--- src/hw/rtl/saot_pkg.sv ---
// Package of the separating-axis overlap test: value types, operation codes,
// the pipeline control bundle and the saturating adders. Depends on nothing.
package saot_pkg;

    localparam int COORD_FIELD_W = 32;
    localparam int RADIUS_W      = 31;
    localparam int RADIUS_SHIFT  = 16;
    localparam int LANES         = 3;

    localparam logic [1:0] OP_SPHERE_BOX    = 2'd1;
    localparam logic [1:0] OP_SPHERE_SPHERE = 2'd2;

    typedef logic signed [63:0] sval_t;
    typedef logic [63:0]        uval_t;

    typedef struct packed {
        logic ld_p1;
        logic ld_p2;
        logic ld_p3;
        logic ld_p4;
        logic ld_p5;
        logic ld_out;
        logic v_p5;
    } saot_pipe_t;

    function automatic sval_t sat_add(input sval_t a, input sval_t b);
        logic signed [64:0] s;
        s = {a[63], a} + {b[63], b};
        if (s[64] != s[63])
        begin
            sat_add = s[64] ? {1'b1, 63'd0} : {1'b0, {63{1'b1}}};
        end
        else
        begin
            sat_add = s[63:0];
        end
    endfunction

    function automatic uval_t usat_add(input uval_t a, input uval_t b);
        logic [64:0] s;
        s = {1'b0, a} + {1'b0, b};
        usat_add = s[64] ? {64{1'b1}} : s[63:0];
    endfunction

endpackage

--- src/hw/rtl/saot_merge.sv ---
// Merging stages: saturating sums of the lane results, sphere widening, the
// running interval bounds and the overlap decision. Depends on saot_pkg.
module saot_merge
    import saot_pkg::*;
(
    input  logic          clk,
    input  logic          rst_n,
    input  saot_pipe_t    pipe,
    input  sval_t         ap [LANES],
    input  sval_t         aq [LANES],
    input  uval_t         dd [LANES],
    input  logic [1:0]    op,
    input  logic          last,
    input  logic [RADIUS_W-1:0] radius,
    input  uval_t         r2,
    output logic          p5_last,
    output logic          overlap
);

    sval_t               sp3_reg, sq3_reg, ap3_reg, aq3_reg;
    uval_t               d3_reg, dd3_reg, r23_reg;
    logic [1:0]          op3_reg;
    logic                last3_reg;
    logic [RADIUS_W-1:0] rad3_reg;

    sval_t               pp4_reg, qq4_reg, rs4_reg, rs4_next;
    uval_t               d4_reg, r24_reg;
    logic [1:0]          op4_reg;
    logic                last4_reg;

    sval_t               lo5_reg, hi5_reg, qq5_reg, lo5_next, hi5_next;
    logic                hit5_reg;
    logic [1:0]          op5_reg;
    logic                last5_reg;

    sval_t               first_min_reg, first_max_reg, second_min_reg, second_max_reg;
    sval_t               first_min_next, first_max_next, second_min_next, second_max_next;
    logic                expect_first_reg, expect_first_next;
    logic                overlap_reg, overlap_next;
    logic                commit;
    logic                is_sphere_pair;

    assign rs4_next = sval_t'(64'(rad3_reg) << RADIUS_SHIFT);

    always_comb
    begin
        if (op4_reg == OP_SPHERE_BOX)
        begin
            lo5_next = sat_add(pp4_reg, -rs4_reg);
            hi5_next = sat_add(pp4_reg, rs4_reg);
        end
        else
        begin
            lo5_next = pp4_reg;
            hi5_next = pp4_reg;
        end
    end

    always_ff @(posedge clk)
    begin
        if (pipe.ld_p3)
        begin
            sp3_reg   <= sat_add(ap[0], ap[1]);
            sq3_reg   <= sat_add(aq[0], aq[1]);
            d3_reg    <= usat_add(dd[0], dd[1]);
            ap3_reg   <= ap[2];
            aq3_reg   <= aq[2];
            dd3_reg   <= dd[2];
            r23_reg   <= r2;
            op3_reg   <= op;
            last3_reg <= last;
            rad3_reg  <= radius;
        end
        if (pipe.ld_p4)
        begin
            pp4_reg   <= sat_add(sp3_reg, ap3_reg);
            qq4_reg   <= sat_add(sq3_reg, aq3_reg);
            d4_reg    <= usat_add(d3_reg, dd3_reg);
            rs4_reg   <= rs4_next;
            r24_reg   <= r23_reg;
            op4_reg   <= op3_reg;
            last4_reg <= last3_reg;
        end
        if (pipe.ld_p5)
        begin
            lo5_reg   <= lo5_next;
            hi5_reg   <= hi5_next;
            qq5_reg   <= qq4_reg;
            hit5_reg  <= d4_reg < r24_reg;
            op5_reg   <= op4_reg;
            last5_reg <= last4_reg;
        end
    end

    assign is_sphere_pair = op5_reg == OP_SPHERE_SPHERE;
    assign commit         = pipe.ld_out && pipe.v_p5;

    always_comb
    begin
        if (expect_first_reg)
        begin
            first_min_next  = lo5_reg;
            first_max_next  = hi5_reg;
            second_min_next = qq5_reg;
            second_max_next = qq5_reg;
        end
        else
        begin
            first_min_next  = (lo5_reg < first_min_reg) ? lo5_reg : first_min_reg;
            first_max_next  = (hi5_reg > first_max_reg) ? hi5_reg : first_max_reg;
            second_min_next = (qq5_reg < second_min_reg) ? qq5_reg : second_min_reg;
            second_max_next = (qq5_reg > second_max_reg) ? qq5_reg : second_max_reg;
        end

        if (is_sphere_pair)
        begin
            overlap_next      = hit5_reg;
            expect_first_next = expect_first_reg || last5_reg;
        end
        else
        begin
            overlap_next      = !(first_max_next < second_min_next ||
                                  second_max_next < first_min_next);
            expect_first_next = last5_reg;
        end
    end

    always_ff @(posedge clk or negedge rst_n)
    begin
        if (!rst_n)
        begin
            expect_first_reg <= 1'b1;
        end
        else if (commit)
        begin
            expect_first_reg <= expect_first_next;
        end
    end

    always_ff @(posedge clk)
    begin
        if (commit && !is_sphere_pair)
        begin
            first_min_reg  <= first_min_next;
            first_max_reg  <= first_max_next;
            second_min_reg <= second_min_next;
            second_max_reg <= second_max_next;
        end
        if (commit && last5_reg)
        begin
            overlap_reg <= overlap_next;
        end
    end

    assign p5_last = last5_reg;
    assign overlap = overlap_reg;

endmodule

--- config.mk ---
export PLATFORM = sky130hd
export DESIGN_NAME = saot_merge
export DESIGN_NICKNAME = d
export VERILOG_FILES = /design/src/hw/rtl/saot_pkg.sv /design/src/hw/rtl/saot_merge.sv
export SDC_FILE = /design/constraint.sdc
export NUM_CORES = 2
export LEC_CHECK = 0
export ABC_AREA = 1
export BUFFER_PORTS_ARGS = -buffer_cell sky130_fd_sc_hd__buf_2
export CORE_ASPECT_RATIO = 1.4
export CORE_UTILIZATION = 55
export CTS_CLUSTER_DIAMETER = 200
export DETAILED_ROUTE_END_ITERATION = 10
export MAX_ROUTING_LAYER = met4
export PLACE_DENSITY = 0.81
export SLEW_MARGIN = 30
export SYNTH_ARGS = -nofsm -noshare
export SYNTH_HDL_FRONTEND = slang
export SYNTH_SLANG_ARGS = --single-unit
--- constraint.sdc ---
create_clock -name clk -period 14.02 [get_ports clk]
set_input_delay 2.804 -clock clk [delete_from_list [all_inputs] [get_ports clk]]
set_output_delay 2.804 -clock clk [all_outputs]
set_load 0.1 [all_outputs]
==> reports/qor_table.md <==
| Stage | Item | This run |
|:---|:---|:---|
| outcome | Outcome | finished, final reports clean |
| finish | Number of nets in the finished design | 12,055 |
| power | Total power consumption of the routed design | 0.01640 W |
| floorplan | Die H | 465.4 um |
| timing | Count of pins over their slew limit | 0 |
| power | Power density over the cells | 174.6 nW/um^2 |
| worst setup path | Worst-path maximum fanout | 33 |
| worst setup path | Combined buffer and inverter count along the critical path | 4 |
| timing | Peak clock frequency supported by timing | 0.1462 GHz |
| route | Via density per instance | 5.627 |
| synthesis | FF+latch count, synth | 1,226 |
| grt | Global-route wire length before repair | 392.9 mm |
| clock network | Clock buffer depth | 3 |
| clock network | Clock tree from TritonCTS | built |
| place | Count of input and output buffers | 682 |
| grt | Initial antenna violation count | 36 |
| synthesis | Post-synthesis instance area | 84,370 sq um |
| clock network | Hold Buf Count CTS | 0 |
| route | Number of remaining DRC errors | 0 |
| worst setup path | Crit path capture type | register |
| timing | Final min period | 6841 ps |
| floorplan | Initial standard-cell utilization of the core | 0.5557 |
| place | Weighted congestion at the end of routability-driven global placement | 1.019 |
| clock network | Clock latency of the later-clocked register in the worst-skew pair | 790 ps |
| clock network | Cells resized by post-CTS repair | 0 |
| route | Wire length reported by the detailed router | 261.2 mm |
| synthesis | Arithmetic-cell share of the synthesized area counting full adders, half adders and majority gates | 0.1363 |
| floorplan | Die Span X | 333.0 um |
| worst setup path | Crit path max-delay family | simple AND/OR/NAND/NOR gates |
| route | Routed wirelength normalized by instance count | 20.80 um |
| floorplan | Standard-cell rows | 169 |
| clock network | CTS Buf Count | 120 |
| synthesis | Post-synth EDFFs | 1,225 |
| power | Worst supply voltage drop on vdd | 0.1266 mV |
| finish | Layout cell share with drive strength beyond 1 | 0.1017 |
| floorplan | Die footprint | 155,000 sq um |
| route | Drt first-iter violations | 5,164 |
| clock network | Reg clk slew, reported paths | 70 ps |
| grt | Global-route usage over all layers | 0.3406 |
| worst setup path | CP peak stage delay | 510 ps |
| synthesis | Number of different library cells in the post-synthesis netlist | 67 |
| route | Routed met2 length | 129.6 mm |
| timing | Clock tree skew after final layout | 51.03 ps |
| synthesis | Number of cells produced by synthesis | 9,772 |
| grt | Total global routing overflow | 0 |
| synthesis | Async S/R FF share, synth | 0.0008157 |
| timing | Unrepaired setup endpoints after global routing | no |
| hold path | Type of the tightest min-delay check | register to register |
| clock network | Number of buffers inserted to repair setup after CTS | 0 |
| route | Total iterations of the first detailed-routing run | 6 |
| worst setup path | Critical Setup Path Class | register to register |
| synthesis | Sequential-to-total area share from yosys stat | 0.4363 |
| timing | Worst-case headroom to the max-slew limit | 0.2958 |
| timing | Final critical-path share of the clock period | 0.4880 |
| synthesis | Multiplexer area fraction after synthesis | 0 |
| route | Met1 layer wirelength in the final routing | 100.3 mm |
| synthesis | Largest family of logic cells by synthesized area | simple AND/OR/NAND/NOR gates |
| worst setup path | Cell chain of the critical path | nor3_1 > nor3b_1 > nand2_1 > nor3_1 > nand2_1 > nor3_1 > nand4_1 > nor4_1 > nand2_1 > clkinv_1 > nand2_1 > ha_1 > inv_1 > nor3_1 > nand4_1 > o221ai_4 > xor2_2 > nor3_4 > inv_2 > buf_4 > nand3_1 |
| place | Sum of net half-perimeters after detailed placement | 213.4 mm |
| synthesis | Count of synthesis-stage warnings from yosys | 0 |
| place | Inst Count DP | 12,300 |
| timing | Post-Route Setup TNS | 0 ps |
| synthesis | Syn Nets | 11,369 |
| synthesis | Share of the synthesized area in compound gates (AO/OA/AOI/OAI) | 0.1358 |
| finish | Syn-to-layout area delta | 11.37% |
| floorplan | Number of placed I/O pins | 685 |
| worst setup path | Worst-path cell with the longest stage delay | sky130_fd_sc_hd__buf_4 |
| power | Leakage component of the power | 44.09 nW |
| synthesis | Ys flop type | sky130_fd_sc_hd__edfxtp_1 |
| clock network | Root buf cell | sky130_fd_sc_hd__clkbuf_16 |
| clock network | Maximum level of the CTS H-tree | 3 |
| clock network | Num Clock Sinks | 1,226 |
| route | Met3 wirelength from detailed routing | 13.47 mm |
| worst setup path | Startpoint types | register |
| finish | Count of non-filler cells in the finished layout | 12,560 |
| route | Total vias in the final route | 70,678 |
| timing | Actual slew at the worst max-slew pin | 1056 ps |
| synthesis | Mean post-synth cell area | 8.634 sq um |
| route | Remaining number of nets flagged by the antenna check after routing | 0 |
| floorplan | Floorplan Core Area | 151,800 sq um |
| synthesis | Post-synthesis share of cell area spent on and, or, nand and nor gates | 0.1691 |
| worst setup path | Signal arrival time at the worst endpoint | 7320 ps |
| timing | Final-report hold violation count | 0 |
| timing | Number of endpoints failing setup at the final stage | 0 |
| run | Number of maximum-capacitance violations | 0 |
| synthesis | Xor and xnor area share after synthesis | 0.04207 |
| grt | Vias in the first global route | 70,981 |
| route | Highest metal layer with signal wires | met4 |
| worst setup path | Required time of the critical path | 14,500 ps |
| grt | Maximum number of pins on one net before global-route repair | 175 |
## kinds of logic after synthesis
logic type | Yosys count
buf+inv | 1724
flops | 1226
fa+ha+maj | 914
simple gates | 3497
xor+xnor | 401
compound gates | 2010
## area by class of cell
class,count,area (sq um)
fillers,13137,57860
diodes,35,87.58
flip-flops and latches,1226,36810
multi-input cells,6822,40860
clock inverters,88,1016
inverters,1575,5912
repair buffers,713,3754
well taps,1966,2460
clock buffers,135,3059
## stage by stage
step	hold slack, ps	setup WS [ps]	cell area, sq um	utilization
2_1_floorplan	400.3	3935	84370	-
3_3_place_gp	402.2	6842	89700	0.5908
3_5_place_dp	404.5	6779	89720	0.5910
4_1_cts	378.9	7255	93800	0.6178
5_1_grt	380.6	6771	93950	0.6188
6_report	384.1	7179	93960	0.6189
## synth_stat cells (8+ instances only)
library cell                count  area share
sky130_fd_sc_hd__nand2_1     2223       0.099
sky130_fd_sc_hd__inv_1       1560       0.069
sky130_fd_sc_hd__edfxtp_1    1225        0.44
sky130_fd_sc_hd__ha_1         906        0.13
sky130_fd_sc_hd__a21oi_1      886       0.053
sky130_fd_sc_hd__nor2_1       680       0.030
sky130_fd_sc_hd__o21ai_0      547       0.032
sky130_fd_sc_hd__xor2_1       282       0.029
sky130_fd_sc_hd__nand3_1      262       0.016
sky130_fd_sc_hd__a31oi_1      213       0.016
sky130_fd_sc_hd__xnor2_1      114       0.012
sky130_fd_sc_hd__nand4_1       92      0.0068
sky130_fd_sc_hd__nor3_1        85      0.0050
sky130_fd_sc_hd__clkbuf_1      69      0.0031
sky130_fd_sc_hd__o21a_1        58      0.0052
sky130_fd_sc_hd__o211ai_1      46      0.0041
sky130_fd_sc_hd__nor4_1        34      0.0025
sky130_fd_sc_hd__nand2_2       30      0.0022
sky130_fd_sc_hd__or2_2         30      0.0022
sky130_fd_sc_hd__buf_2         28      0.0017
sky130_fd_sc_hd__a211oi_1      26      0.0023
sky130_fd_sc_hd__a21boi_0      25      0.0022
sky130_fd_sc_hd__buf_6         25      0.0033
sky130_fd_sc_hd__o21ai_1       25      0.0015
sky130_fd_sc_hd__o221ai_1      24      0.0025
sky130_fd_sc_hd__o21ai_2       23      0.0024
sky130_fd_sc_hd__a21o_1        22      0.0020
sky130_fd_sc_hd__nand3b_1      20      0.0018
sky130_fd_sc_hd__buf_4         19      0.0017
sky130_fd_sc_hd__a21boi_1      15      0.0013
sky130_fd_sc_hd__a21oi_2       13      0.0013
sky130_fd_sc_hd__inv_2         13     0.00058
sky130_fd_sc_hd__nand3_2       13      0.0015
sky130_fd_sc_hd__o2111ai_1     12      0.0012
sky130_fd_sc_hd__o21bai_1      12      0.0011
sky130_fd_sc_hd__a221oi_1      10      0.0010
sky130_fd_sc_hd__and3_1        10     0.00074
sky130_fd_sc_hd__o311ai_0       9     0.00093
sky130_fd_sc_hd__fa_1           8      0.0019
## worst paths after layout
check	slack [ps]	from	to	cells after the start
worst max-delay path	7180	rs4_reg[16]$_DFFE_PP_	lo5_reg[51]$_DFFE_PP_	21
worst min register to register	380	qq4_reg[16]$_DFFE_PP_	qq5_reg[16]$_DFFE_PP_	0
worst min-delay path	380	qq4_reg[16]$_DFFE_PP_	qq5_reg[16]$_DFFE_PP_	0
min in group asynchronous	1930	rst_n	expect_first_reg$_DFFE_PN1P_	1
max in group asynchronous	12070	rst_n	expect_first_reg$_DFFE_PN1P_	1
worst max register to register	7180	rs4_reg[16]$_DFFE_PP_	lo5_reg[51]$_DFFE_PP_	21
## routing by layer
| layer | global-route usage | vias to the layer above |
|---|---|---|
| li1 | - | 34646 |
| met1 | 0.3770 | 32968 |
| met2 | 0.5871 | 2378 |
| met3 | 0.03901 | 686 |
| met4 | 0.2084 | 0 |
| met5 | - | - |
## report_power, final
group | leakage, nW | switching [W] | internal (W)
clock network | 1.96 | 0.00149 | 0.00190
logic | 30.3 | 0.00482 | 0.00241
registers | 11.8 | 0.000589 | 0.00520
total | 44.1 | 0.00690 | 0.00950
## placed cells by master, fill, tap and decap left out, types with 12 or more instances in the layout
cell type,n
sky130_fd_sc_hd__a211oi_1,26
sky130_fd_sc_hd__a21boi_0,25
sky130_fd_sc_hd__a21boi_1,15
sky130_fd_sc_hd__a21o_1,22
sky130_fd_sc_hd__a21oi_1,885
sky130_fd_sc_hd__a21oi_2,13
sky130_fd_sc_hd__a31oi_1,213
sky130_fd_sc_hd__buf_2,679
sky130_fd_sc_hd__buf_4,25
sky130_fd_sc_hd__bufinv_16,17
sky130_fd_sc_hd__clkbuf_1,15
sky130_fd_sc_hd__clkbuf_16,120
sky130_fd_sc_hd__clkinv_1,24
sky130_fd_sc_hd__clkinv_2,19
sky130_fd_sc_hd__diode_2,35
sky130_fd_sc_hd__edfxtp_1,1225
sky130_fd_sc_hd__ha_1,906
sky130_fd_sc_hd__inv_1,1560
sky130_fd_sc_hd__inv_2,13
sky130_fd_sc_hd__nand2_1,2219
sky130_fd_sc_hd__nand2_2,31
sky130_fd_sc_hd__nand3_1,260
sky130_fd_sc_hd__nand3_2,13
sky130_fd_sc_hd__nand3b_1,20
sky130_fd_sc_hd__nand4_1,92
sky130_fd_sc_hd__nor2_1,678
sky130_fd_sc_hd__nor3_1,85
sky130_fd_sc_hd__nor4_1,33
sky130_fd_sc_hd__o2111ai_1,12
sky130_fd_sc_hd__o211ai_1,46
sky130_fd_sc_hd__o21a_1,58
sky130_fd_sc_hd__o21ai_0,547
sky130_fd_sc_hd__o21ai_1,25
sky130_fd_sc_hd__o21ai_2,23
sky130_fd_sc_hd__o21bai_1,12
sky130_fd_sc_hd__o221ai_1,24
sky130_fd_sc_hd__or2_2,32
sky130_fd_sc_hd__xnor2_1,114
sky130_fd_sc_hd__xor2_1,282
Power figures use the tool's default switching activity.
